--- src/hw/rtl/fvm_pkg.sv ---
`default_nettype none
package fvm_pkg;

	localparam int FRAC  = 24;
	localparam int STEPS = 24;
	localparam int VAL_W = 32;
	localparam int Z_W   = 34;

	typedef logic signed [VAL_W-1:0] val_t;
	typedef logic [31:0] turn_t;
	typedef logic signed [25:0] coef_t;

	localparam coef_t INV_GAIN   = 26'sd10188014;
	localparam coef_t SQRT3_Q    = 26'sd29058991;
	localparam coef_t SQRT3_HALF = 26'sd14529495;
	localparam val_t  ONE_Q      = 32'sd16777216;
	localparam val_t  HALF_Q     = 32'sd8388608;
	localparam turn_t TURN_QUARTER = 32'h4000_0000;
	localparam turn_t TURN_HALF    = 32'h8000_0000;

	// Reciprocal of 100 for the compare scaling: exact for products below 2^23.
	localparam logic [23:0] DIV100_K  = 24'd10737419;
	localparam int          DIV100_SH = 30;

	typedef struct packed {
		val_t  x;
		val_t  y;
		turn_t z;
	} vec_lane_t;

	typedef struct packed {
		logic  mode;
		val_t  vq;
		val_t  vd;
		turn_t ph;
	} vec_pass_t;

	typedef struct packed {
		val_t                  x;
		val_t                  y;
		logic signed [Z_W-1:0] z;
	} rot_lane_t;

	typedef struct packed {
		logic       mode;
		logic [2:0] sector;
	} rot_pass_t;

	function automatic turn_t atan_turn(input int idx);
		turn_t a;
		unique case (idx)
			0: a = 32'h20000000;  1: a = 32'h12E4051E;  2: a = 32'h09FB385B;
			3: a = 32'h051111D4;  4: a = 32'h028B0D43;  5: a = 32'h0145D7E1;
			6: a = 32'h00A2F61E;  7: a = 32'h00517C55;  8: a = 32'h0028BE53;
			9: a = 32'h00145F2F; 10: a = 32'h000A2F98; 11: a = 32'h000517CC;
			12: a = 32'h00028BE6; 13: a = 32'h000145F3; 14: a = 32'h0000A2FA;
			15: a = 32'h0000517D; 16: a = 32'h000028BE; 17: a = 32'h0000145F;
			18: a = 32'h00000A30; 19: a = 32'h00000518; 20: a = 32'h0000028C;
			21: a = 32'h00000146; 22: a = 32'h000000A3; 23: a = 32'h00000051;
			default: a = 32'h0;
		endcase
		return a;
	endfunction

	// Fixed-point product with 24 fraction bits, floor rounded.
	function automatic val_t mul_q(input val_t v, input coef_t c);
		logic signed [VAL_W+25:0] p;
		p = v * c;
		return p[FRAC+VAL_W-1:FRAC];
	endfunction

	function automatic vec_lane_t vec_step(input vec_lane_t a, input int idx);
		val_t      x;
		val_t      y;
		val_t      dx;
		val_t      dy;
		vec_lane_t r;
		x  = a.x;
		y  = a.y;
		dx = y >>> idx;
		dy = x >>> idx;
		if (!y[VAL_W-1]) begin
			r.x = x + dx;
			r.y = y - dy;
			r.z = a.z + atan_turn(idx);
		end else begin
			r.x = x - dx;
			r.y = y + dy;
			r.z = a.z - atan_turn(idx);
		end
		return r;
	endfunction

	function automatic rot_lane_t rot_step(input rot_lane_t a, input int idx);
		val_t                  x;
		val_t                  y;
		val_t                  dx;
		val_t                  dy;
		logic signed [Z_W-1:0] at;
		rot_lane_t             r;
		x  = a.x;
		y  = a.y;
		dx = y >>> idx;
		dy = x >>> idx;
		at = $signed({{(Z_W-32){1'b0}}, atan_turn(idx)});
		if (!a.z[Z_W-1]) begin
			r.x = x - dx;
			r.y = y + dy;
			r.z = a.z - at;
		end else begin
			r.x = x + dx;
			r.y = y - dy;
			r.z = a.z + at;
		end
		return r;
	endfunction

	// Folds the angle into [-90, 90) degrees by flipping the vector.
	function automatic rot_lane_t rot_init(input val_t x, input val_t y, input turn_t ph);
		turn_t     t;
		turn_t     p;
		rot_lane_t r;
		t = ph + TURN_QUARTER;
		p = ph;
		r.x = x;
		r.y = y;
		if (t[31]) begin
			r.x = -x;
			r.y = -y;
			p = ph + TURN_HALF;
		end
		r.z = $signed({{(Z_W-32){p[31]}}, p});
		return r;
	endfunction

	// ceil(s * 2^32 / 6): start of sector s.
	function automatic turn_t sector_lo(input logic [2:0] s);
		turn_t v;
		unique case (s)
			3'd0: v = 32'd0;
			3'd1: v = 32'd715827883;
			3'd2: v = 32'd1431655766;
			3'd3: v = 32'd2147483648;
			3'd4: v = 32'd2863311531;
			3'd5: v = 32'd3579139414;
			default: v = 32'd0;
		endcase
		return v;
	endfunction

	// floor((s + 1) * 2^32 / 6): end of sector s.
	function automatic logic [33:0] sector_hi(input logic [2:0] s);
		logic [33:0] v;
		unique case (s)
			3'd0: v = 34'd715827882;
			3'd1: v = 34'd1431655765;
			3'd2: v = 34'd2147483648;
			3'd3: v = 34'd2863311530;
			3'd4: v = 34'd3579139413;
			3'd5: v = 34'd4294967296;
			default: v = 34'd0;
		endcase
		return v;
	endfunction

endpackage
`default_nettype wire

--- src/hw/rtl/fvm_vec_cell.sv ---
`default_nettype none
module fvm_vec_cell #(
	parameter int STEP = 0
) (
	input  wire                 clk,
	input  wire                 arst_n,
	input  wire                 in_valid,
	input  fvm_pkg::vec_lane_t  in_lane,
	input  fvm_pkg::vec_pass_t  in_pass,
	output logic                out_valid,
	output fvm_pkg::vec_lane_t  out_lane,
	output fvm_pkg::vec_pass_t  out_pass
);

	logic               valid_q;
	fvm_pkg::vec_lane_t lane_q;
	fvm_pkg::vec_pass_t pass_q;

	always_ff @(posedge clk or negedge arst_n) begin
		if (!arst_n) begin
			valid_q <= 1'b0;
		end else begin
			valid_q <= in_valid;
		end
	end

	always_ff @(posedge clk) begin
		lane_q <= fvm_pkg::vec_step(in_lane, STEP);
		pass_q <= in_pass;
	end

	assign out_valid = valid_q;
	assign out_lane  = lane_q;
	assign out_pass  = pass_q;

endmodule
`default_nettype wire

--- config.mk ---
export PLATFORM = sky130hd
export DESIGN_NAME = fvm_vec_cell
export DESIGN_NICKNAME = d
export VERILOG_FILES = /design/src/hw/rtl/fvm_pkg.sv /design/src/hw/rtl/fvm_vec_cell.sv
export SDC_FILE = /design/constraint.sdc
export NUM_CORES = 1
export LEC_CHECK = 0
export BUFFER_PORTS_ARGS = -buffer_cell sky130_fd_sc_hd__clkbuf_2
export CORE_AREA = 2 2 151 153
export DETAILED_ROUTE_END_ITERATION = 8
export DIE_AREA = 0 0 153 155
export HOLD_SLACK_MARGIN = 0.15
export PLACE_DENSITY = 0.87
export SYNTH_ARGS = -nofsm -noshare
export SYNTH_HDL_FRONTEND = slang
export SYNTH_SLANG_ARGS = --single-unit
--- constraint.sdc ---
create_clock -name clk -period 0.8 [get_ports clk]
set_input_delay 0.08 -clock clk [delete_from_list [all_inputs] [get_ports clk]]
set_output_delay 0.08 -clock clk [all_outputs]
set_load 0.005 [all_outputs]
==> run summary <==
I/O pins - 390
WHS Endpoint - out_lane[30]$_DFF_P_
Reg power frac - 0.339
final hold slack - 0.172 ns
post-route ant nets - 0
Via density - 6.12
number of buffers created by CTS - 17
PortBufs - 389
Root Buffer - clkbuf_16
Synth cell types - 80
Final min period - 2.43 ns
Core Footprint - 22,200 µm²
WL final - 66,700 µm
worst setup path start - in_lane[64]
Fin Setup TNS - -112.06 ns
initial antenna violation count - 10
final hold vios - 0
CP max stage cell - a211o_2
Syn Nets - 1,334
nets@finish - 2,196
first-pass GRT wire length - 78,400 µm
CP max FO - 3
Hold Path Origin - in_lane[30]
TritonRoute pass-1 iters - 9
pwr dens - 1810 nW/µm²
clock share of power - 0.278
Least-Margin Pin Slew - 0.711 ns
Synth Flop Type - dfxtp_1
DR DRC count - 45
YS warnings - 0
Critical Path Max Stage Delay - 0.38 ns
RSZ-0062 raised after global routing - true
Die ar. - 23,700 µm²
layout cell share with drive strength beyond 1 - 0.631
hold crit path type - input port to flop
Seq/Total Area, Yosys - 0.406
Peak VDD IR - 0.00167 V
Detail Placement HPWL - 34,100 µm
switching pwr - 13.1 mW
P_leak - 9.14 nW
critical path arrival - 2.78 ns
number of synthesized register bits - 193
Relative slew margins - 0.522
Mapped Area - 9520 µm²
Syn Area/Cell - 9.24 µm²
Crit Path Class - input port to flop
die height - 155 µm
switching portion of total power - 0.374
status - finished with violations
Pwr Total - 35.1 mW
max-cap check violation count - 0
CTS tree - done
final slew viol count - 0
Vias - 13,400
async set-reset flop share out of synthesis - 0.00518
Final Cycle Share - 3.03
Bufs and invs on worst path - 2
Synth-to-Final Area Change - 103%
Iteration-0 DRC Markers - 1,898
Starting Density - 0.428
vias in the first global route - 12,800
setup violators final - 259
global route overflow - 0
pre-CTS setup slack - -2.02 ns
Placer Congestion - 1.02
Int Power - 22.0 mW
clk sinks - 193
Worst-path clk slew - 0.09 ns
post-synthesis cell count - 1,031
CP Cell Sequence - clkbuf_16 > buf_4 > ha_4 > fa_2 > nor2b_4 > o21ai_2 > nand3b_1 > a211o_2 > a211o_1 > nand2_2 > o21bai_1 > a21bo_2 > xnor2_1
Startpoint Class - input port
largest net degree at the start of global routing - 27
Fmax - 412 MHz
Die Width - 153 µm
Worst setup EP type - flop
Setup WS post-layout - -1.63 ns
H-Tree Level Count - 4
Comb power frac - 0.383
CTS Buffer Depth - 2
Rows - 55
family with the most delay on the worst path - compound AO/OA/AOI/OAI gates
WL per Instance - 30.4 µm
CP Data Required Time - 1.16 ns
Hold Crit Depth - 4
gr usage total - 0.439
Post-synth EDFFs - 0
failing checks - design-rule violations, negative setup slack
final-layout fill cell count - 909
-- area by class of cell --
cell class,instances,area (µm²),area share
repair buffers,885,7200,0.372
multi-input cells,696,6580,0.340
flip-flops and latches,193,4090,0.212
inverters,100,460,0.0238
clock buffers,17,425,0.0220
well taps,285,357,0.0184
clock inverters,15,215,0.0111
diodes,4,10.0,0.000518
-- flip-flops by register name (all words and copies together), names as in the netlist --
| register | cells |
|---|---|
| out_lane | 95 |
| out_pass | 97 |
| out_valid | 1 |
-- kinds of logic after synthesis --
logic type,after synthesis,synth area share
buf+inv,142,0.0620
xor+xnor,62,0.0570
compound gates,299,0.207
mux,16,0.0168
simple gates,212,0.107
fa+ha+maj,107,0.144
flops,193,0.406
-- metal layers --
metal,up-vias,share of wire,global-route usage,wire length (µm)
met2,1327,0.41,0.684,27100
met1,6208,0.33,0.480,21800
met5,-,0.0048,0.00621,321
met3,606,0.14,0.177,9390
li1,5269,-,-,-
met4,18,0.12,0.337,7950
-- metrics by stage --
step,instance area [µm²],std cells,util
floorplan,10300,1031,-
global placement,14600,1972,0.658
detailed placement,14600,1972,0.658
CTS,18000,2167,0.811
global route,19300,2193,0.870
finish,19300,2195,0.870
-- power groups by stage --
stage,logic (mW),clock network [mW],registers [mW]
3_3_place_gp,8.79,0,11.5
5_1_grt,13.7,9.94,11.9
6_report,13.4,9.77,11.9
2_1_floorplan,4.08,0,11.4
4_1_cts,10.7,9.18,11.4
3_5_place_dp,8.94,0,11.5
-- synth_stat cells, types with 17 or more instances --
master    instances  share of area
dfxtp_1         192           0.40
a21oi_1          97          0.051
a21o_1           20          0.016
nand2_1          39          0.015
nor3_1           17         0.0089
nor2_1           82          0.032
o21bai_1         18          0.014
inv_1            96          0.038
xnor2_1          54          0.050
ha_1            103           0.14
o21ai_0          57          0.030
-- worst max-delay path by stage --
stage / end / cells past startpoint
floorplan: out_lane[92]$_DFF_P_ / 12
global placement: out_lane[86]$_DFF_P_ / 14
detailed placement: out_lane[92]$_DFF_P_ / 13
CTS: out_lane[58]$_DFF_P_ / 13
global route: out_lane[94]$_DFF_P_ / 14
finish: out_lane[58]$_DFF_P_ / 13
-- repair_timing --
action | in CTS | in global routing
hold buffers | 133 | 1
gates resized for setup | 298 | 391
buffers inserted | 34 | 36
endpoints found under the hold margin | 134 | 1
pin swaps | 111 | 117
endpoints found under the setup margin | 256 | 258
-- layout by cell type, fill, tap and decap left out, types with 24 or more instances in the layout --
cell	netlist	routed
buf_4	6	313
buf_6	3	136
a21oi_2	2	24
a21oi_1	97	64
dlygate4sd3_1	0	133
dfxtp_1	192	27
buf_8	0	31
ha_1	103	75
nor2_1	82	71
nand2_1	39	28
clkbuf_2	0	244
xnor2_1	54	42
inv_1	96	79
o21ai_2	0	26
dfxtp_2	0	158
Note: power is estimated with default switching activity, not from simulation.
