[src/hw/rtl/fvm_pkg.sv]
`default_nettype none
package fvm_pkg;

	localparam int FRAC  = 24;
	localparam int STEPS = 24;
	localparam int VAL_W = 32;
	localparam int Z_W   = 34;

	typedef logic signed [VAL_W-1:0] val_t;
	typedef logic [31:0] turn_t;
	typedef logic signed [25:0] coef_t;

	localparam coef_t INV_GAIN   = 26'sd10188014;
	localparam coef_t SQRT3_Q    = 26'sd29058991;
	localparam coef_t SQRT3_HALF = 26'sd14529495;
	localparam val_t  ONE_Q      = 32'sd16777216;
	localparam val_t  HALF_Q     = 32'sd8388608;
	localparam turn_t TURN_QUARTER = 32'h4000_0000;
	localparam turn_t TURN_HALF    = 32'h8000_0000;

	// Reciprocal of 100 for the compare scaling: exact for products below 2^23.
	localparam logic [23:0] DIV100_K  = 24'd10737419;
	localparam int          DIV100_SH = 30;

	typedef struct packed {
		val_t  x;
		val_t  y;
		turn_t z;
	} vec_lane_t;

	typedef struct packed {
		logic  mode;
		val_t  vq;
		val_t  vd;
		turn_t ph;
	} vec_pass_t;

	typedef struct packed {
		val_t                  x;
		val_t                  y;
		logic signed [Z_W-1:0] z;
	} rot_lane_t;

	typedef struct packed {
		logic       mode;
		logic [2:0] sector;
	} rot_pass_t;

	function automatic turn_t atan_turn(input int idx);
		turn_t a;
		unique case (idx)
			0: a = 32'h20000000;  1: a = 32'h12E4051E;  2: a = 32'h09FB385B;
			3: a = 32'h051111D4;  4: a = 32'h028B0D43;  5: a = 32'h0145D7E1;
			6: a = 32'h00A2F61E;  7: a = 32'h00517C55;  8: a = 32'h0028BE53;
			9: a = 32'h00145F2F; 10: a = 32'h000A2F98; 11: a = 32'h000517CC;
			12: a = 32'h00028BE6; 13: a = 32'h000145F3; 14: a = 32'h0000A2FA;
			15: a = 32'h0000517D; 16: a = 32'h000028BE; 17: a = 32'h0000145F;
			18: a = 32'h00000A30; 19: a = 32'h00000518; 20: a = 32'h0000028C;
			21: a = 32'h00000146; 22: a = 32'h000000A3; 23: a = 32'h00000051;
			default: a = 32'h0;
		endcase
		return a;
	endfunction

	// Fixed-point product with 24 fraction bits, floor rounded.
	function automatic val_t mul_q(input val_t v, input coef_t c);
		logic signed [VAL_W+25:0] p;
		p = v * c;
		return p[FRAC+VAL_W-1:FRAC];
	endfunction

	function automatic vec_lane_t vec_step(input vec_lane_t a, input int idx);
		val_t      x;
		val_t      y;
		val_t      dx;
		val_t      dy;
		vec_lane_t r;
		x  = a.x;
		y  = a.y;
		dx = y >>> idx;
		dy = x >>> idx;
		if (!y[VAL_W-1]) begin
			r.x = x + dx;
			r.y = y - dy;
			r.z = a.z + atan_turn(idx);
		end else begin
			r.x = x - dx;
			r.y = y + dy;
			r.z = a.z - atan_turn(idx);
		end
		return r;
	endfunction

	function automatic rot_lane_t rot_step(input rot_lane_t a, input int idx);
		val_t                  x;
		val_t                  y;
		val_t                  dx;
		val_t                  dy;
		logic signed [Z_W-1:0] at;
		rot_lane_t             r;
		x  = a.x;
		y  = a.y;
		dx = y >>> idx;
		dy = x >>> idx;
		at = $signed({{(Z_W-32){1'b0}}, atan_turn(idx)});
		if (!a.z[Z_W-1]) begin
			r.x = x - dx;
			r.y = y + dy;
			r.z = a.z - at;
		end else begin
			r.x = x + dx;
			r.y = y - dy;
			r.z = a.z + at;
		end
		return r;
	endfunction

	// Folds the angle into [-90, 90) degrees by flipping the vector.
	function automatic rot_lane_t rot_init(input val_t x, input val_t y, input turn_t ph);
		turn_t     t;
		turn_t     p;
		rot_lane_t r;
		t = ph + TURN_QUARTER;
		p = ph;
		r.x = x;
		r.y = y;
		if (t[31]) begin
			r.x = -x;
			r.y = -y;
			p = ph + TURN_HALF;
		end
		r.z = $signed({{(Z_W-32){p[31]}}, p});
		return r;
	endfunction

	// ceil(s * 2^32 / 6): start of sector s.
	function automatic turn_t sector_lo(input logic [2:0] s);
		turn_t v;
		unique case (s)
			3'd0: v = 32'd0;
			3'd1: v = 32'd715827883;
			3'd2: v = 32'd1431655766;
			3'd3: v = 32'd2147483648;
			3'd4: v = 32'd2863311531;
			3'd5: v = 32'd3579139414;
			default: v = 32'd0;
		endcase
		return v;
	endfunction

	// floor((s + 1) * 2^32 / 6): end of sector s.
	function automatic logic [33:0] sector_hi(input logic [2:0] s);
		logic [33:0] v;
		unique case (s)
			3'd0: v = 34'd715827882;
			3'd1: v = 34'd1431655765;
			3'd2: v = 34'd2147483648;
			3'd3: v = 34'd2863311530;
			3'd4: v = 34'd3579139413;
			3'd5: v = 34'd4294967296;
			default: v = 34'd0;
		endcase
		return v;
	endfunction

endpackage
`default_nettype wire

[src/hw/rtl/fvm_rot_cell.sv]
`default_nettype none
module fvm_rot_cell #(
	parameter int STEP = 0
) (
	input  wire                 clk,
	input  wire                 arst_n,
	input  wire                 in_valid,
	input  fvm_pkg::rot_lane_t  in_a,
	input  fvm_pkg::rot_lane_t  in_b,
	input  fvm_pkg::rot_pass_t  in_pass,
	output logic                out_valid,
	output fvm_pkg::rot_lane_t  out_a,
	output fvm_pkg::rot_lane_t  out_b,
	output fvm_pkg::rot_pass_t  out_pass
);

	logic               valid_q;
	fvm_pkg::rot_lane_t a_q;
	fvm_pkg::rot_lane_t b_q;
	fvm_pkg::rot_pass_t pass_q;

	always_ff @(posedge clk or negedge arst_n) begin
		if (!arst_n) begin
			valid_q <= 1'b0;
		end else begin
			valid_q <= in_valid;
		end
	end

	always_ff @(posedge clk) begin
		a_q    <= fvm_pkg::rot_step(in_a, STEP);
		b_q    <= fvm_pkg::rot_step(in_b, STEP);
		pass_q <= in_pass;
	end

	assign out_valid = valid_q;
	assign out_a     = a_q;
	assign out_b     = b_q;
	assign out_pass  = pass_q;

endmodule
`default_nettype wire

[config.mk]
export PLATFORM = sky130hd
export DESIGN_NAME = fvm_rot_cell
export DESIGN_NICKNAME = d
export VERILOG_FILES = /design/src/hw/rtl/fvm_pkg.sv /design/src/hw/rtl/fvm_rot_cell.sv
export SDC_FILE = /design/constraint.sdc
export NUM_CORES = 1
export LEC_CHECK = 0
export ABC_CLOCK_PERIOD_IN_PS = 1150
export BUFFER_PORTS_ARGS = -buffer_cell sky130_fd_sc_hd__buf_2
export CAP_MARGIN = 20
export CORE_ASPECT_RATIO = 1.4
export CORE_UTILIZATION = 50
export DETAILED_ROUTE_END_ITERATION = 8
export PLACE_DENSITY = 0.83
export SYNTH_ARGS = -nofsm -noshare
export SYNTH_HDL_FRONTEND = slang
export SYNTH_SLANG_ARGS = --single-unit
[constraint.sdc]
create_clock -name clk -period 1.15 [get_ports clk]
set_input_delay 0 -clock clk [delete_from_list [all_inputs] [get_ports clk]]
set_output_delay 0 -clock clk [all_outputs]
set_load 0.005 [all_outputs]
==> impl_metrics.sql, run 1 <==
INSERT INTO impl_metrics (metric_group, metric, value, unit) VALUES
('global_routing', 'via_count_of_the_first_global_routing_pass', '27300', ''),
('synthesis', 'synth_area_leaders', 'dfxtp_1 (26%), ha_1 (16%), a21oi_1 (7.1%), xnor2_1 (5.7%), inv_1 (4.4%)', ''),
('place', 'io_buffers', '403', ''),
('synthesis', 'synth.cell_area', '15000', 'µm²'),
('run_status', 'flow.stopped_at', 'global routing', ''),
('synthesis', 'yosys_warnings', '0', ''),
('run_status', 'error_that_stopped_the_run', '[ERROR GRT-0116] Global routing finished with congestion. Check the congestion regions in the DRC Viewer.', ''),
('floorplanning', 'floorplan.die.height', '207', 'µm'),
('floorplanning', 'design.portCount', '404', ''),
('global_routing', 'wire_length_of_the_first_global_routing_pass', '182000', 'µm'),
('clock_network', 'cts_buffer_depth', '2', ''),
('run_status', 'result_of_the_run', 'stopped before the end', ''),
('clock_network', 'clock_sinks', '199', ''),
('place', 'gpl.final_weighted_congestion', '1.00', ''),
('synthesis', 'synth_common_cells', 'a21oi_1 (212), dfxtp_1 (198), ha_1 (194)', ''),
('synthesis', 'yosys.cell_types.count', '83', ''),
('synthesis', 'post_synth.cell_area_avg', '8.03', 'µm²'),
('global_routing', 'largest_net_degree_at_the_start_of_global_routing', '88', ''),
('floorplanning', 'chip_width', '148', 'µm'),
('clock_network', 'cts_root_buffer', 'clkbuf_16', ''),
('place', 'dp.final_hpwl', '53000', 'µm'),
('floorplanning', 'fp-row-count', '74', ''),
('clock_network', 'cts_htree_levels', '4', ''),
('synthesis', 'synth_edf_count', '0', ''),
('synthesis', 'synth-seq-area-share', '26.6', '%'),
('synthesis', 'synth-async-reset-ratio', '0.503', '%'),
('synthesis', 'synth_ff_type', 'dfxtp_1', ''),
('clock_network', 'cts_buffers', '17', ''),
('synthesis', 'synth.largest_area_cell', 'dfxtp_1', ''),
('global_routing', 'sum_of_overflow_across_all_layers_after_global_routing', '328', ''),
('synthesis', 'synth.top_cell.area_share', '26.5', '%'),
('synthesis', 'synth.most_common_cell', 'a21oi_1', ''),
('synthesis', 'postSynthRegisterBits', '199', ''),
('place', 'placedCellCount', '3185', ''),
('floorplanning', 'effective_utilization_at_floorplan', '51.0', '%'),
('synthesis', 'synth_fp_nets', '2270', ''),
('global_routing', 'global_route.usage.total', '77.9', '%'),
('synthesis', 'syn-instance-count', '1865', '');
[cell families after synthesis]
group | after synthesis | synth area share, %
and+or+nand+nor | 432 | 13.9
xor gates and xnor gates | 126 | 7.37
buffers and inverters | 274 | 7.20
adders and majority gates | 202 | 17.3
muxes | 24 | 1.60
DFF | 199 | 26.6
AOI/OAI and AO/OA | 608 | 26.0
[metrics by stage]
step,area (µm²),utilization [%],setup WS [ns]
floorplan,16300,-,-1.19
global placement,22900,78.2,-1.56
detailed placement,22900,78.2,-1.66
CTS,27000,91.9,-1.17
[timing repair]
action                                 4_1_cts
resized for setup                          452
endpoints found under the hold margin       80
pin swaps                                  263
hold buffers                                79
setup endpoints to repair                  110
setup buffers                              105
[metal layers]
layer,global-route usage (%),overflow
met5,27.3,1
met4,84.6,136
met3,61.8,9
met2,99.3,178
met1,72.3,4
==> inputs of run 2 (changes only) <==
Settings changed: CORE_ASPECT_RATIO 1.4 to not set, CORE_UTILIZATION 50 to 35, PLACE_DENSITY 0.83 to not set, PLACE_DENSITY_LB_ADDON set to 0.15.
==> run 2 against run 1 <==
  * The flow now finishes, with violations (negative hold slack, negative setup slack)
  * Synthesized area stayed put
  * Synthesized cell count stayed put
==> impl_metrics.sql, run 2 <==
INSERT INTO impl_metrics (metric_group, metric, value, unit) VALUES
('clock_network', 'tritoncts', 'built', ''),
('setup_path', 'critPathKind', 'in2reg', ''),
('synthesis', 'synth_top_family_by_area', 'compound AO/OA/AOI/OAI gates', ''),
('timing', 'final_hold_violations', '1', ''),
('clock_network', 'worst_setup_hold_path_clk_slew', '0.09', 'ns'),
('timing', 'min_period', '2.18', 'ns'),
('global_routing', 'wire_length_of_the_first_global_routing_pass', '102000', 'µm'),
('run_status', 'violated_checks', 'negative hold slack, negative setup slack', ''),
('floorplanning', 'design.portCount', '404', ''),
('setup_path', 'worstPathArrival', '2.62', 'ns'),
('synthesis', 'yosys.area_share.simple', '13.9', '%'),
('finish', 'area_growth', '91.4', '%'),
('detailed_routing', 'route.detailed.wl_per_inst', '18.6', 'µm'),
('timing', 'setup_slack', '-1.03', 'ns'),
('synthesis', 'synth.cell_area', '15000', 'µm²'),
('finish', 'final_cell_mix', 'buf_4 (672), buf_2 (363), dfxtp_1 (198)', ''),
('finish', 'fin_area', '28700', 'µm²'),
('synthesis', 'synth.largest_area_cell', 'dfxtp_1', ''),
('floorplanning', 'dieArea', '43600', 'µm²'),
('setup_path', 'timing.critical_path.slowest_stage_cell', 'a2111oi_4', ''),
('detailed_routing', 'detail_route.wirelength', '67300', 'µm'),
('global_routing', 'via_count_of_the_first_global_routing_pass', '19200', ''),
('detailed_routing', 'remaining_drc_errors', '0', ''),
('setup_path', 'critical-path-max-stage-delay', '0.41', 'ns'),
('power', 'post-layout-total-power', '29.9', 'mW'),
('synthesis', 'synth_edf_count', '0', ''),
('timing', 'timing.final.max_slew_violations', '0', ''),
('synthesis', 'adder_cell_share_of_the_synthesized_area', '17.3', '%'),
('global_routing', 'global_route.usage.total', '29.7', '%'),
('place', 'dp.final_hpwl', '49800', 'µm'),
('setup_path', 'crit_path_start_kind', 'input port', ''),
('timing', 'period_share', '190', '%'),
('min_path', 'worstHoldEndpoint', 'out_a[30]', ''),
('clock_network', 'cts_root_buffer', 'clkbuf_16', ''),
('synthesis', 'synth_common_cells', 'a21oi_1 (212), dfxtp_1 (198), ha_1 (194)', ''),
('synthesis', 'synth_fp_nets', '2270', ''),
('timing', 'setup-tns-final', '-65.72', 'ns'),
('synthesis', 'syn-instance-count', '1865', ''),
('synthesis', 'postSynthRegisterBits', '199', ''),
('setup_path', 'worstPathMaxFanout', '2', ''),
('place', 'io_buffers', '403', ''),
('global_routing', 'largest_net_degree_at_the_start_of_global_routing', '52', ''),
('clock_network', 'cts_htree_levels', '4', ''),
('synthesis', 'synth.top_cell.area_share', '26.5', '%'),
('setup_path', 'crit_path_cell_trace', 'buf_8 > inv_4 > ha_4 > fa_2 > nor2b_4 > a221o_1 > a2111oi_4 > o21ai_4 > a211o_4 > a221oi_4 > o21bai_2 > a211oi_2 > xnor2_1', ''),
('detailed_routing', 'dr_total_vias', '18500', ''),
('detailed_routing', 'route.detailed.vias_per_inst', '5.12', ''),
('clock_network', 'cts_buffer_depth', '2', ''),
('floorplanning', 'floorplan.die.height', '209', 'µm'),
('synthesis', 'synth_compound_gate_area_share', '26.0', '%'),
('run_status', 'result_of_the_run', 'finished, violations left', ''),
('power', 'power.density', '1040', 'nW/µm²'),
('synthesis', 'yosys.cell_types.count', '83', ''),
('floorplanning', 'floorplan.core_area', '42000', 'µm²'),
('floorplanning', 'fp-row-count', '75', ''),
('synthesis', 'synth.mux.area_fraction', '1.60', '%'),
('finish', 'antenna_cells_inserted', '0', ''),
('timing', 'final_setup_fails', '108', ''),
('min_path', 'hold_path_class', 'in2reg', ''),
('detailed_routing', 'detailedRoute.firstIterationViolations', '1046', ''),
('synthesis', 'synth-seq-area-share', '26.6', '%'),
('floorplanning', 'chip_width', '209', 'µm'),
('clock_network', 'cts_buffers', '17', ''),
('finish', 'layout.cells.most_common', 'buf_4', ''),
('synthesis', 'yosys_warnings', '0', ''),
('min_path', 'hold_path_stages', '4', ''),
('detailed_routing', 'drt_antenna_net_count', '0', ''),
('setup_path', 'cp_data_required_time', '1.59', 'ns'),
('synthesis', 'post_synth.cell_area_avg', '8.03', 'µm²'),
('clock_network', 'clock_sinks', '199', ''),
('place', 'placement.setup.worst_slack', '-1.70', 'ns'),
('detailed_routing', 'dr.pass1.iters', '6', ''),
('timing', 'max_freq', '458', 'MHz'),
('finish', 'nNetsFinal', '3461', ''),
('timing', 'slew_worst_pin', '0.513', 'ns'),
('timing', 'timing.max_slew.rel_slack', '65.5', '%'),
('place', 'dpl_cell_area', '23400', 'µm²'),
('timing', 'fin_hold_ws', '-0.000993', 'ns'),
('floorplanning', 'effective_utilization_at_floorplan', '35.6', '%'),
('synthesis', 'synth-async-reset-ratio', '0.503', '%'),
('global_routing', 'initial_antenna_violation_count', '3', ''),
('power', 'vdd_drop_max', '1060', 'µV'),
('global_routing', 'sum_of_overflow_across_all_layers_after_global_routing', '0', ''),
('synthesis', 'synthXorXnorAreaFrac', '7.37', '%'),
('synthesis', 'synth_area_leaders', 'dfxtp_1 (26%), ha_1 (16%), a21oi_1 (7.1%), xnor2_1 (5.7%), inv_1 (4.4%)', ''),
('timing', 'rsz0062_at_grt', 'yes', ''),
('power', 'leakagePower', '13.5', 'nW'),
('place', 'gpl.final_weighted_congestion', '0.956', ''),
('synthesis', 'synth_ff_type', 'dfxtp_1', ''),
('finish', 'layout-drive-gt1-share', '54.8', '%'),
('setup_path', 'worstSetupEndpointType', 'flop', ''),
('min_path', 'hold_path.startpoint', 'in_a[33]', ''),
('synthesis', 'synth.most_common_cell', 'a21oi_1', ''),
('flow_run', 'cap_viol_max_count', '0', '');
-- run 2: cell counts after synthesis --
Identical to the previous run, type by type.
-- run 2: repair_timing --
item	4_1_cts	5_1_grt
gates resized for setup	425	216
endpoints found under the hold margin	98	0
pin swaps	223	182
gates cloned	1	0
hold buffers	97	0
setup endpoints to repair	109	113
buffers inserted	79	51
-- run 2: layout make-up --
class | count | area, µm²
Inverter | 188 | 837
Fill cell | 3314 | 13400
Sequential cell | 199 | 3990
Tap cell | 539 | 674
Clock buffer | 17 | 425
Clock inverter | 15 | 203
Timing Repair Buffer | 1258 | 9440
Multi-Input combinational cell | 1392 | 13100
-- run 2: worst max path at each step --
| stage | startpoint | to | slack [ns] | depth (start not counted) |
|---|---|---|---|---|
| after floorplan | in_a[37] | out_a[94] | -1.19 | 12 |
| after global placement | in_a[34] | out_a[94] | -1.64 | 13 |
| after detailed placement | in_a[34] | out_a[94] | -1.70 | 13 |
| after CTS | in_a[66] | out_a[94] | -1.14 | 13 |
| after global routing | in_a[66] | out_a[94] | -1.11 | 13 |
| final | in_a[66] | out_a[94] | -1.03 | 13 |
-- run 2: critical path, delay by kind of cell --
family / cells / cell delay, ns
and+or+nand+nor: 1 / 0.05
adders and majority gates: 2 / 0.35
buffers and inverters: 2 / 0.15
AOI/OAI and AO/OA: 7 / 1.93
xor gates and xnor gates: 1 / 0.14
-- run 2: per-stage QoR --
step                utilization [%]  instances
detailed placement             55.6       3378
finish                         68.2       3608
global placement               55.6       3378
CTS                            65.2       3576
floorplan                         -       1865
global route                   68.2       3608
-- run 2: logic make-up after synthesis --
logic type | Yosys count
AOI/OAI and AO/OA | 608
xor gates and xnor gates | 126
adders and majority gates | 202
buffers and inverters | 274
DFF | 199
muxes | 24
and+or+nand+nor | 432
-- run 2: routing by layer --
| layer | GRT usage, % | vias up | wire length (µm) |
|---|---|---|---|
| met5 | 0 | - | 13 |
| met4 | 12.9 | 2 | 2720 |
| met3 | 5.41 | 149 | 3270 |
| met2 | 52.6 | 572 | 33600 |
| met1 | 34.8 | 8841 | 27700 |
| li1 | - | 8903 | - |
-- run 2: where the power goes --
part / total [mW] / internal, mW / switching [mW]
clock network: 6.47 / 3.02 / 3.45
registers: 8.53 / 8.13 / 0.392
logic: 14.9 / 7.70 / 7.19
No activity file was read; power rests on OpenSTA's default activity.
