File: config.mk
export PLATFORM = sky130hd
export DESIGN_NAME = fvm_duty
export DESIGN_NICKNAME = d
export VERILOG_FILES = /design/src/hw/rtl/fvm_pkg.sv /design/src/hw/rtl/fvm_duty.sv
export SDC_FILE = /design/constraint.sdc
export NUM_CORES = 1
export LEC_CHECK = 0
export BUFFER_PORTS_ARGS = -buffer_cell sky130_fd_sc_hd__buf_4
export CAP_MARGIN = 20
export CORE_ASPECT_RATIO = 0.9
export CORE_MARGIN = 10
export CORE_UTILIZATION = 45
export CTS_BUF_LIST = sky130_fd_sc_hd__clkbuf_4
export CTS_CLUSTER_DIAMETER = 60
export DETAILED_ROUTE_END_ITERATION = 12
export PLACE_DENSITY = 0.6
export SETUP_SLACK_MARGIN = 0.02
export SLEW_MARGIN = 15
export SYNTH_ARGS = -nofsm -noshare
export SYNTH_HDL_FRONTEND = slang
export SYNTH_SLANG_ARGS = --single-unit
File: constraint.sdc
create_clock -name clk -period 14 [get_ports clk]
set_input_delay 3.5 -clock clk [delete_from_list [all_inputs] [get_ports clk]]
set_output_delay 3.5 -clock clk [all_outputs]
set_load 0.01 [all_outputs]
File: src/hw/rtl/fvm_pkg.sv
`default_nettype none
package fvm_pkg;

	localparam int FRAC  = 24;
	localparam int STEPS = 24;
	localparam int VAL_W = 32;
	localparam int Z_W   = 34;

	typedef logic signed [VAL_W-1:0] val_t;
	typedef logic [31:0] turn_t;
	typedef logic signed [25:0] coef_t;

	localparam coef_t INV_GAIN   = 26'sd10188014;
	localparam coef_t SQRT3_Q    = 26'sd29058991;
	localparam coef_t SQRT3_HALF = 26'sd14529495;
	localparam val_t  ONE_Q      = 32'sd16777216;
	localparam val_t  HALF_Q     = 32'sd8388608;
	localparam turn_t TURN_QUARTER = 32'h4000_0000;
	localparam turn_t TURN_HALF    = 32'h8000_0000;

	// Reciprocal of 100 for the compare scaling: exact for products below 2^23.
	localparam logic [23:0] DIV100_K  = 24'd10737419;
	localparam int          DIV100_SH = 30;

	typedef struct packed {
		val_t  x;
		val_t  y;
		turn_t z;
	} vec_lane_t;

	typedef struct packed {
		logic  mode;
		val_t  vq;
		val_t  vd;
		turn_t ph;
	} vec_pass_t;

	typedef struct packed {
		val_t                  x;
		val_t                  y;
		logic signed [Z_W-1:0] z;
	} rot_lane_t;

	typedef struct packed {
		logic       mode;
		logic [2:0] sector;
	} rot_pass_t;

	function automatic turn_t atan_turn(input int idx);
		turn_t a;
		unique case (idx)
			0: a = 32'h20000000;  1: a = 32'h12E4051E;  2: a = 32'h09FB385B;
			3: a = 32'h051111D4;  4: a = 32'h028B0D43;  5: a = 32'h0145D7E1;
			6: a = 32'h00A2F61E;  7: a = 32'h00517C55;  8: a = 32'h0028BE53;
			9: a = 32'h00145F2F; 10: a = 32'h000A2F98; 11: a = 32'h000517CC;
			12: a = 32'h00028BE6; 13: a = 32'h000145F3; 14: a = 32'h0000A2FA;
			15: a = 32'h0000517D; 16: a = 32'h000028BE; 17: a = 32'h0000145F;
			18: a = 32'h00000A30; 19: a = 32'h00000518; 20: a = 32'h0000028C;
			21: a = 32'h00000146; 22: a = 32'h000000A3; 23: a = 32'h00000051;
			default: a = 32'h0;
		endcase
		return a;
	endfunction

	// Fixed-point product with 24 fraction bits, floor rounded.
	function automatic val_t mul_q(input val_t v, input coef_t c);
		logic signed [VAL_W+25:0] p;
		p = v * c;
		return p[FRAC+VAL_W-1:FRAC];
	endfunction

	function automatic vec_lane_t vec_step(input vec_lane_t a, input int idx);
		val_t      x;
		val_t      y;
		val_t      dx;
		val_t      dy;
		vec_lane_t r;
		x  = a.x;
		y  = a.y;
		dx = y >>> idx;
		dy = x >>> idx;
		if (!y[VAL_W-1]) begin
			r.x = x + dx;
			r.y = y - dy;
			r.z = a.z + atan_turn(idx);
		end else begin
			r.x = x - dx;
			r.y = y + dy;
			r.z = a.z - atan_turn(idx);
		end
		return r;
	endfunction

	function automatic rot_lane_t rot_step(input rot_lane_t a, input int idx);
		val_t                  x;
		val_t                  y;
		val_t                  dx;
		val_t                  dy;
		logic signed [Z_W-1:0] at;
		rot_lane_t             r;
		x  = a.x;
		y  = a.y;
		dx = y >>> idx;
		dy = x >>> idx;
		at = $signed({{(Z_W-32){1'b0}}, atan_turn(idx)});
		if (!a.z[Z_W-1]) begin
			r.x = x - dx;
			r.y = y + dy;
			r.z = a.z - at;
		end else begin
			r.x = x + dx;
			r.y = y - dy;
			r.z = a.z + at;
		end
		return r;
	endfunction

	// Folds the angle into [-90, 90) degrees by flipping the vector.
	function automatic rot_lane_t rot_init(input val_t x, input val_t y, input turn_t ph);
		turn_t     t;
		turn_t     p;
		rot_lane_t r;
		t = ph + TURN_QUARTER;
		p = ph;
		r.x = x;
		r.y = y;
		if (t[31]) begin
			r.x = -x;
			r.y = -y;
			p = ph + TURN_HALF;
		end
		r.z = $signed({{(Z_W-32){p[31]}}, p});
		return r;
	endfunction

	// ceil(s * 2^32 / 6): start of sector s.
	function automatic turn_t sector_lo(input logic [2:0] s);
		turn_t v;
		unique case (s)
			3'd0: v = 32'd0;
			3'd1: v = 32'd715827883;
			3'd2: v = 32'd1431655766;
			3'd3: v = 32'd2147483648;
			3'd4: v = 32'd2863311531;
			3'd5: v = 32'd3579139414;
			default: v = 32'd0;
		endcase
		return v;
	endfunction

	// floor((s + 1) * 2^32 / 6): end of sector s.
	function automatic logic [33:0] sector_hi(input logic [2:0] s);
		logic [33:0] v;
		unique case (s)
			3'd0: v = 34'd715827882;
			3'd1: v = 34'd1431655765;
			3'd2: v = 34'd2147483648;
			3'd3: v = 34'd2863311530;
			3'd4: v = 34'd3579139413;
			3'd5: v = 34'd4294967296;
			default: v = 34'd0;
		endcase
		return v;
	endfunction

endpackage
`default_nettype wire

File: src/hw/rtl/fvm_duty.sv
`default_nettype none
module fvm_duty (
	input  wire                clk,
	input  fvm_pkg::val_t      duty,
	input  wire  [15:0]        period,
	output logic [15:0]        compare
);

	logic [6:0]  pct_s1;
	logic [22:0] prod_s2;
	logic [15:0] cmp_s3;

	logic signed [39:0] d_ext;
	logic signed [39:0] d100;
	logic signed [39:0] pct_full;
	logic [46:0]        q_full;
	logic [16:0]        quot;

	always_comb begin
		d_ext    = 40'(duty);
		d100     = d_ext * 40'sd100;
		pct_full = d100 >>> fvm_pkg::FRAC;
		q_full   = 47'(prod_s2) * 47'(fvm_pkg::DIV100_K);
		quot     = q_full[fvm_pkg::DIV100_SH+16:fvm_pkg::DIV100_SH];
	end

	always_ff @(posedge clk) begin
		priority if (pct_full[39]) begin
			pct_s1 <= 7'd0;
		end else if (pct_full > 40'sd100) begin
			pct_s1 <= 7'd100;
		end else begin
			pct_s1 <= pct_full[6:0];
		end
		prod_s2 <= {7'd0, period} * {16'd0, pct_s1};
		cmp_s3  <= (quot == 17'd0) ? 16'd0 : 16'(quot - 17'd1);
	end

	assign compare = cmp_s3;

endmodule
`default_nettype wire

==> flow_results.org, run 1 <==
** Final layout
- The post-route netlist has 4.51% of its cells at a drive strength greater than 1.
- The library cell used most frequently in the layout, excluding fill and tap cells, is sky130_fd_sc_hd__inv_1.
- Measured on the finished design, the core utilization comes to 48.8%.
- Area added between synthesis and finish :: 6.51%
- Count of fill cells added during filler insertion :: 3,592
- At the end of the flow, the number of nets in the layout was 2,626.
- Final non-filler cell total :: 2,390
- Top library cells by usage in the layout, fill and taps aside :: 517 x sky130_fd_sc_hd__inv_1, 380 x sky130_fd_sc_hd__ha_1, 292 x sky130_fd_sc_hd__fa_1

** STA
- The number of hold violations in the final report is 0.
- Crit path time final :: 8.15 ns
- Max-slew violation total from the final report :: 0
- Max Clock Freq :: 123 MHz
- Relative slew slack :: 51.5%
- The clock arrives with 0.0345 ns of skew.
- Period Utilization, post-route :: 58.2%
- For the pin with the worst max-slew slack, the measured transition is 0.724 ns.
- Sum of negative setup slack :: 0 ns
- Setup violations remaining at the end of the flow were counted as 0.
- RSZ-0062 raised after global routing :: no

** Clock network
- Counting the buffers created by CTS gives 5.
- The clock tree synthesis step divided the H-tree into 2 levels.
- Clk root buf :: sky130_fd_sc_hd__clkbuf_4
- Number of sinks handled by clock tree synthesis :: 46
- TritonCTS built the clock tree.
- Buffers added to address setup during post-CTS repair amount to 0.
- After clock tree synthesis, the repair step resized 0 gates.
- Maximum number of buffers from clock root to sink :: 2
- Clock insertion delay at the later pin of the skew report :: 0.43 ns
- Clock-pin slew was measured on the worst setup and hold paths at 0.16 ns.
- The number of hold buffers added after CTS was 0.

** Synth
- Most used flip-flop cell after synthesis :: sky130_fd_sc_hd__dfxtp_1
- Sequential fraction of the synthesis area :: 5.37%
- Number of storage elements in the synthesis netlist :: 46
- In the synthesized netlist, the number of instances is 1,842.
- Share of flip-flops with an asynchronous set or reset after synthesis :: 0%
- After synthesis, the mean cell area works out to 9.30 um2.
- The synthesized netlist contains 68 unique library cells.
- Warnings, synthesis :: 0
- The number of nets in the synthesized netlist is 2,563.
- Yosys mapped a number of flops with a built-in enable equal to 0.
- Netlist area before placement :: 17,100 um2

** Setup path
- Critical path endpoint category :: register
- For the worst setup path, the data required time is 14.29 ns.
- Along the worst path, the maximum fanout reaches 15.
- In this run the worst setup path begins at prod_s2[3]$_DFF_P_.
- Type of the setup path with the least slack :: reg -> reg
- Worst reg2reg endpoint :: compare[8]$_SDFF_PN0_
- Across all register-to-register paths, the minimum setup slack is 5.85 ns.
- Worst R2R Path Depth :: 23
- Data on the critical path arrives at its endpoint at 8.44 ns.
- The worst register-to-register path begins at prod_s2[3]$_DFF_P_.
- Crit path to :: compare[8]$_SDFF_PN0_
- The worst setup path is launched from a register.

** Routing
- Before antenna repair, the detailed router went through 5 iterations.
- The detail route stage leaves a number of antenna-violating nets equal to 0.
- After detailed routing, the average wire length per cell comes to 16.1 um.
- Number of DRC violations after detailed-routing iteration 0 :: 550
- # DRC :: 0
- In the routed layout, each cell is associated on average with a via count of 5.11.
- Routed Wire Length :: 38,600 um
- Total number of vias :: 12,200

** GRT
- Initial antenna violation count :: 1
- The number of global-route vias before repair is 12,700.
- The first global-routing pass estimated 64,200 um of wire.
- In the global route stage, overall resource usage came out at 17.2%.
- Remaining global-route overflow :: 0
- Entering global routing, the biggest net connects 17 pins.

** Floorplan
- The die is 205 um tall.
- After floorplanning, the core was divided into 67 placement rows.
- Full die area :: 46,300 um2
- For this configuration, the core starts out at a cell density of 45.8%.
- The core region is 37,400 um2.
- The floorplan step set the die width to 226 um.
- I/O pin cnt :: 65

** Run status
- Run status :: finished, final reports clean

** Run
- The tool flagged a number of max-cap violations equal to 0.

** Placement
- Number of input and output port buffers inserted :: 64
- Once placement completed, the tool counted placed cells totaling 2,381.
- Final HPWL DP :: 35,300 um
- Final weighted congestion in routability-driven placement :: 0.992

** Hold path
- Worst min-delay path category :: reg -> reg
- Hold wc startpoint :: pct_s1[0]$_SDFF_PP0_
-- cells by family after synthesis --
family / after synthesis / share of synthesized area (%)
adder cells (fa/ha/maj): 672 / 61.9
buffers and inverters: 526 / 11.6
AND/OR/NAND/NOR: 320 / 9.41
AO/OA/AOI/OAI: 209 / 8.22
XOR/XNOR: 64 / 3.27
flip-flops: 46 / 5.37
multiplexers: 5 / 0.292
-- flip-flops by register name, summed over array words and instances, names as in the netlist --
name     count
compare     16
pct_s1       7
prod_s2     23
-- cell usage after synthesis, drive strengths merged, types with 4 or more instances --
master	n	share of area, %
a21oi	67	2.0
o2111ai	4	0.20
and3	7	0.26
clkbuf	8	0.18
o21a	12	0.53
mux2i	5	0.29
nand4	13	0.51
o21ai	31	0.93
nand3	15	0.44
nor2b	12	0.44
o31ai	5	0.25
or3	10	0.39
nand2b	6	0.22
o311ai	4	0.20
o211ai	10	0.44
xnor2	44	2.2
fa	292	34
a21o	21	0.92
nor3	22	0.64
nor4	6	0.22
nand2	102	2.2
or4	4	0.20
o21bai	10	0.44
ha	380	28
dfxtp	46	5.4
xor2	20	1.0
a211oi	6	0.29
a31oi	11	0.44
and2	53	1.9
nor2	58	1.3
inv	517	11
-- metal layers --
metal,up-vias,part of all wire (%),track usage (%)
met1,6049,46,23.4
met2,210,47,28.8
met5,-,0,0
met4,0,0.94,2.58
met3,20,5.3,2.63
li1,5944,-,-
-- how the worst min path moves through the flow --
| stage | end | depth (start not counted) |
|---|---|---|
| final | prod_s2[0]$_DFF_P_ | 1 |
| after detailed placement | prod_s2[0]$_DFF_P_ | 1 |
| after floorplan | prod_s2[0]$_DFF_P_ | 1 |
| after global placement | prod_s2[0]$_DFF_P_ | 1 |
| after global routing | prod_s2[0]$_DFF_P_ | 1 |
| after CTS | prod_s2[0]$_DFF_P_ | 1 |
-- critical path: stages (launching register included) --
cell                       delay, ns
sky130_fd_sc_hd__dfxtp_1        0.63
sky130_fd_sc_hd__fa_1           0.56
sky130_fd_sc_hd__fa_1           0.53
sky130_fd_sc_hd__inv_1          0.05
sky130_fd_sc_hd__fa_1           0.47
sky130_fd_sc_hd__inv_1          0.05
sky130_fd_sc_hd__fa_1           0.52
sky130_fd_sc_hd__fa_1           0.45
sky130_fd_sc_hd__fa_1           0.54
sky130_fd_sc_hd__inv_1          0.05
sky130_fd_sc_hd__fa_1           0.53
sky130_fd_sc_hd__inv_1          0.04
sky130_fd_sc_hd__ha_1           0.34
sky130_fd_sc_hd__nand4_1        0.18
sky130_fd_sc_hd__nor4_1         0.39
sky130_fd_sc_hd__nand4_1        0.18
sky130_fd_sc_hd__a211o_1        0.31
sky130_fd_sc_hd__nand4_2        0.16
sky130_fd_sc_hd__o31a_1         0.20
sky130_fd_sc_hd__o311ai_1       0.15
sky130_fd_sc_hd__a2111o_1       0.48
sky130_fd_sc_hd__or3_4          0.41
sky130_fd_sc_hd__nor4b_4        0.69
sky130_fd_sc_hd__nor2_1         0.11
-- cell type report --
type                            instances  area [um2]  share of cell area [%]
Antenna cell                            1        2.50                  0.0137
Clock buffer                            5        37.5                   0.206
Clock inverter                          3        23.8                   0.130
Inverter                              517        1940                    10.6
Multi-Input combinational cell       1270       14200                    78.0
Sequential cell                        46         921                    5.05
Tap cell                              483         604                    3.31
Timing Repair Buffer                   65         488                    2.67
-- stage by stage --
stage / setup WS [ns] / hold WS [ns] / cell area [um2]
2_1_floorplan: 6.26 / 0.504 / 17100
3_5_place_dp: 5.61 / 0.732 / 18200
3_3_place_gp: 5.73 / 0.726 / 18200
4_1_cts: 5.87 / 0.777 / 18200
5_1_grt: 5.39 / 0.842 / 18200
6_report: 5.85 / 0.766 / 18200
Power of run 1 is not shown: default switching activity piles up to over one toggle a cycle in this logic, so the estimate is an artifact.
==> inputs of run 2 (changes only) <==
- clock period: 14 -> 8.1 ns (I/O delays scaled with it)
==> run 2 against run 1 <==
  * Sequential share of layout area hardly changed
  * Setup slack worse by 5.5 ns
  * Final cell count is 0.42% higher
  * Via count hardly changed
  * Wire length is 1.8% higher
  * First-iteration DRC count is 8.0% higher
  * Non-clock buffer count is 9 higher
==> flow_results.org, run 2 (same netlist as run 1, synthesis figures left out) <==
** Final layout
- Commonest non-fill, non-tap cell in the layout :: sky130_fd_sc_hd__inv_1
- The count of placed standard cells in the final layout, fillers left out is 2,400 (+0.42%).
- Util after Layout :: 49.1% (+0.26 points)
- More flip-flops sit in one register than any other, and that register is prod_s2.
- The ratio of cells with drive above 1 in the final layout was 5.43% (+0.92 points).
- The layout net count came to 2,635 (+0.34%).
- Compared with the post-synthesis result, the final layout area differs by 7.08%.
- In the layout the commonest cells are 517 x sky130_fd_sc_hd__inv_1, 380 x sky130_fd_sc_hd__ha_1, 292 x sky130_fd_sc_hd__fa_1.
- The number of flip-flops in the largest register was 23 (unchanged).

** STA
- The worst clock skew on the final layout is 0.0354 ns (+0.000909 ns).
- Worst Tran Pin Value :: 0.614 ns (-0.110 ns)
- The number of hold violations in the final report came to 0 (unchanged).
- The worst slew margin relative to its limit came to 58.0% (+6.5 points).
- Setup repair after global routing could not meet its margin everywhere.
- The fraction of the cycle the final worst path needs is 96.0% (+38 points).
- Max-slew violation total from the final report :: 0 (unchanged)
- Endpoints failing setup :: 0 (unchanged)
- The highest clock rate is 129 MHz (+4.9%).
- The minimum clock period came to 7.78 ns (-0.378 ns).
- The post-layout worst setup margin came to 0.324 ns (-5.52 ns).

** Floorplan
- I/O pin cnt :: 65 (unchanged)
- The starting density of the core was 45.8% (unchanged).
- The die area is 46,300 um2 (unchanged).
- The die boundary height is 205 um (unchanged).
- The horizontal die dimension was 226 um (unchanged).
- Total number of placement rows :: 67 (unchanged)
- The area of the core was 37,400 um2 (unchanged).

** Clock network
- TritonCTS built the clock tree.
- The insertion delay to the later sink of the worst-skew pair came to 0.42 ns (about the same).
- Count of hold buffers inserted by post-cts repair :: 0 (unchanged)
- The tree is rooted in a sky130_fd_sc_hd__clkbuf_4.
- Level count of the clock H-tree :: 2 (unchanged)
- The number of buffers added by the clock tree synthesis step was 5 (unchanged).
- Maximum number of buffers from clock root to sink :: 2 (unchanged)
- The clock input transition at the sequential cells of the worst setup and hold paths is 0.18 ns (+0.02 ns).
- Number of sinks handled by clock tree synthesis :: 46 (unchanged)

** Run status
- The flow ran to the end, and the final reports show no timing, DRC or antenna violations.

** Placement
- Number of input and output port buffers inserted :: 64 (unchanged)
- Final HPWL DP :: 35,800 um (+1.4%)
- Number of cells after detailed placement :: 2,390 (+0.38%)
- Final weighted congestion in routability-driven placement :: 0.948 (-4.5%)
- Worst setup slack after placement :: 0.179 ns (-5.43 ns)

** Routing
- The average wire length per cell after detail routing came to 16.4 um (+1.4%).
- The number of DRC violations after detailed routing is 0 (unchanged).
- First-pass iteration count of the detailed router :: 5 (unchanged)
- The wire length after detailed routing is 39,300 um (+1.8%).
- Antenna Nets Post-Route :: 0 (unchanged)
- Number of DRC violations after detailed-routing iteration 0 :: 594 (+8.0%)
- The via count came to 12,200 (+0.041%).
- Vias per Instance :: 5.10 (-0.38%)

** Hold path
- Worst min-delay path category :: reg -> reg

** GRT
- The number of global-route vias before repair was 12,900 (+0.93%).
- Initial antenna violation count :: 1 (unchanged)
- The total track usage came to 17.5% (+0.28 points).
- Pin count of the biggest net entering global routing :: 17 (unchanged)
- Global-route wire length before repair :: 65,100 um (+1.4%)
- Remaining global-route overflow :: 0 (unchanged)

** Setup path
- Critical path endpoint category :: register
- The worst setup path is launched from a register.
- CP Max Fanout :: 15 (unchanged)
- Crit path DAT :: 8.08 ns (-0.36 ns)
- The worst setup path is of the reg -> reg kind.
- Endpoint required time on the critical path :: 8.40 ns (-5.89 ns)

** Run
- The number of maximum-capacitance violations was 0 (unchanged).
[run 2: path summary, 6_finish.rpt]
kind                        start                     to  slack [ns]  cells past startpoint
max           prod_s2[20]$_DFF_P_  compare[7]$_SDFF_PN0_        0.32                     23
min          pct_s1[0]$_SDFF_PP0_     prod_s2[0]$_DFF_P_        0.76                      1
max reg2reg   prod_s2[20]$_DFF_P_  compare[7]$_SDFF_PN0_        0.32                     23
min reg2reg  pct_s1[0]$_SDFF_PP0_     prod_s2[0]$_DFF_P_        0.76                      1
[run 2: final cells by class]
| type | count | area (um2) |
|---|---|---|
| Antenna cell | 2 | 5.00 |
| Clock buffer | 6 | 45.0 |
| Clock inverter | 2 | 13.8 |
| Fill cell | 3649 | 19000 |
| Inverter | 517 | 1940 |
| Multi-Input combinational cell | 1270 | 14300 |
| Sequential cell | 46 | 930 |
| Tap cell | 483 | 604 |
| Timing Repair Buffer | 74 | 556 |
[run 2: through the flow]
step | hold WS [ns] | instance area (um2) | TNS (ns)
final | 0.758 | 18300 | 0
after detailed placement | 0.726 | 18300 | 0
after floorplan | 0.504 | 17100 | 0
after global placement | 0.733 | 18300 | 0
after CTS | 0.768 | 18300 | 0
after global routing | 0.810 | 18300 | -0.00484
[run 2: timing repair]
| item | 4_1_cts | 5_1_grt |
|---|---|---|
| endpoints found under the setup margin | 0 | 16 |
| setup buffers | 0 | 0 |
| gates resized for setup | 0 | 13 |
[run 2: layer usage]
metal / part of all wire, % / up-vias / track usage (%)
met4: 0.68 / 0 / 2.17
met5: 0 / - / 0
met2: 49 / 168 / 30.3
met3: 3.8 / 17 / 2.24
met1: 47 / 6071 / 23.4
li1: - / 5972 / -
[run 2: worst max-delay path: stages, from the launching register on]
cell and delay (ns):
sky130_fd_sc_hd__dfxtp_1 0.63, sky130_fd_sc_hd__fa_1 0.55, sky130_fd_sc_hd__xor2_1 0.19, sky130_fd_sc_hd__ha_1 0.34, sky130_fd_sc_hd__fa_1 0.51, sky130_fd_sc_hd__fa_1 0.51
sky130_fd_sc_hd__fa_1 0.54, sky130_fd_sc_hd__inv_1 0.05, sky130_fd_sc_hd__fa_1 0.52, sky130_fd_sc_hd__inv_1 0.04, sky130_fd_sc_hd__ha_1 0.28, sky130_fd_sc_hd__ha_1 0.38
sky130_fd_sc_hd__a21oi_2 0.22, sky130_fd_sc_hd__o21ai_1 0.13, sky130_fd_sc_hd__a211oi_1 0.22, sky130_fd_sc_hd__nand3_1 0.14, sky130_fd_sc_hd__o21ai_2 0.25, sky130_fd_sc_hd__a31oi_2 0.17
sky130_fd_sc_hd__or4_4 0.53, sky130_fd_sc_hd__a2111o_1 0.44, sky130_fd_sc_hd__or3_4 0.42, sky130_fd_sc_hd__nor4b_4 0.27, sky130_fd_sc_hd__buf_4 0.23, sky130_fd_sc_hd__nor2b_1 0.07
Power of run 2 is left out for the same reason.
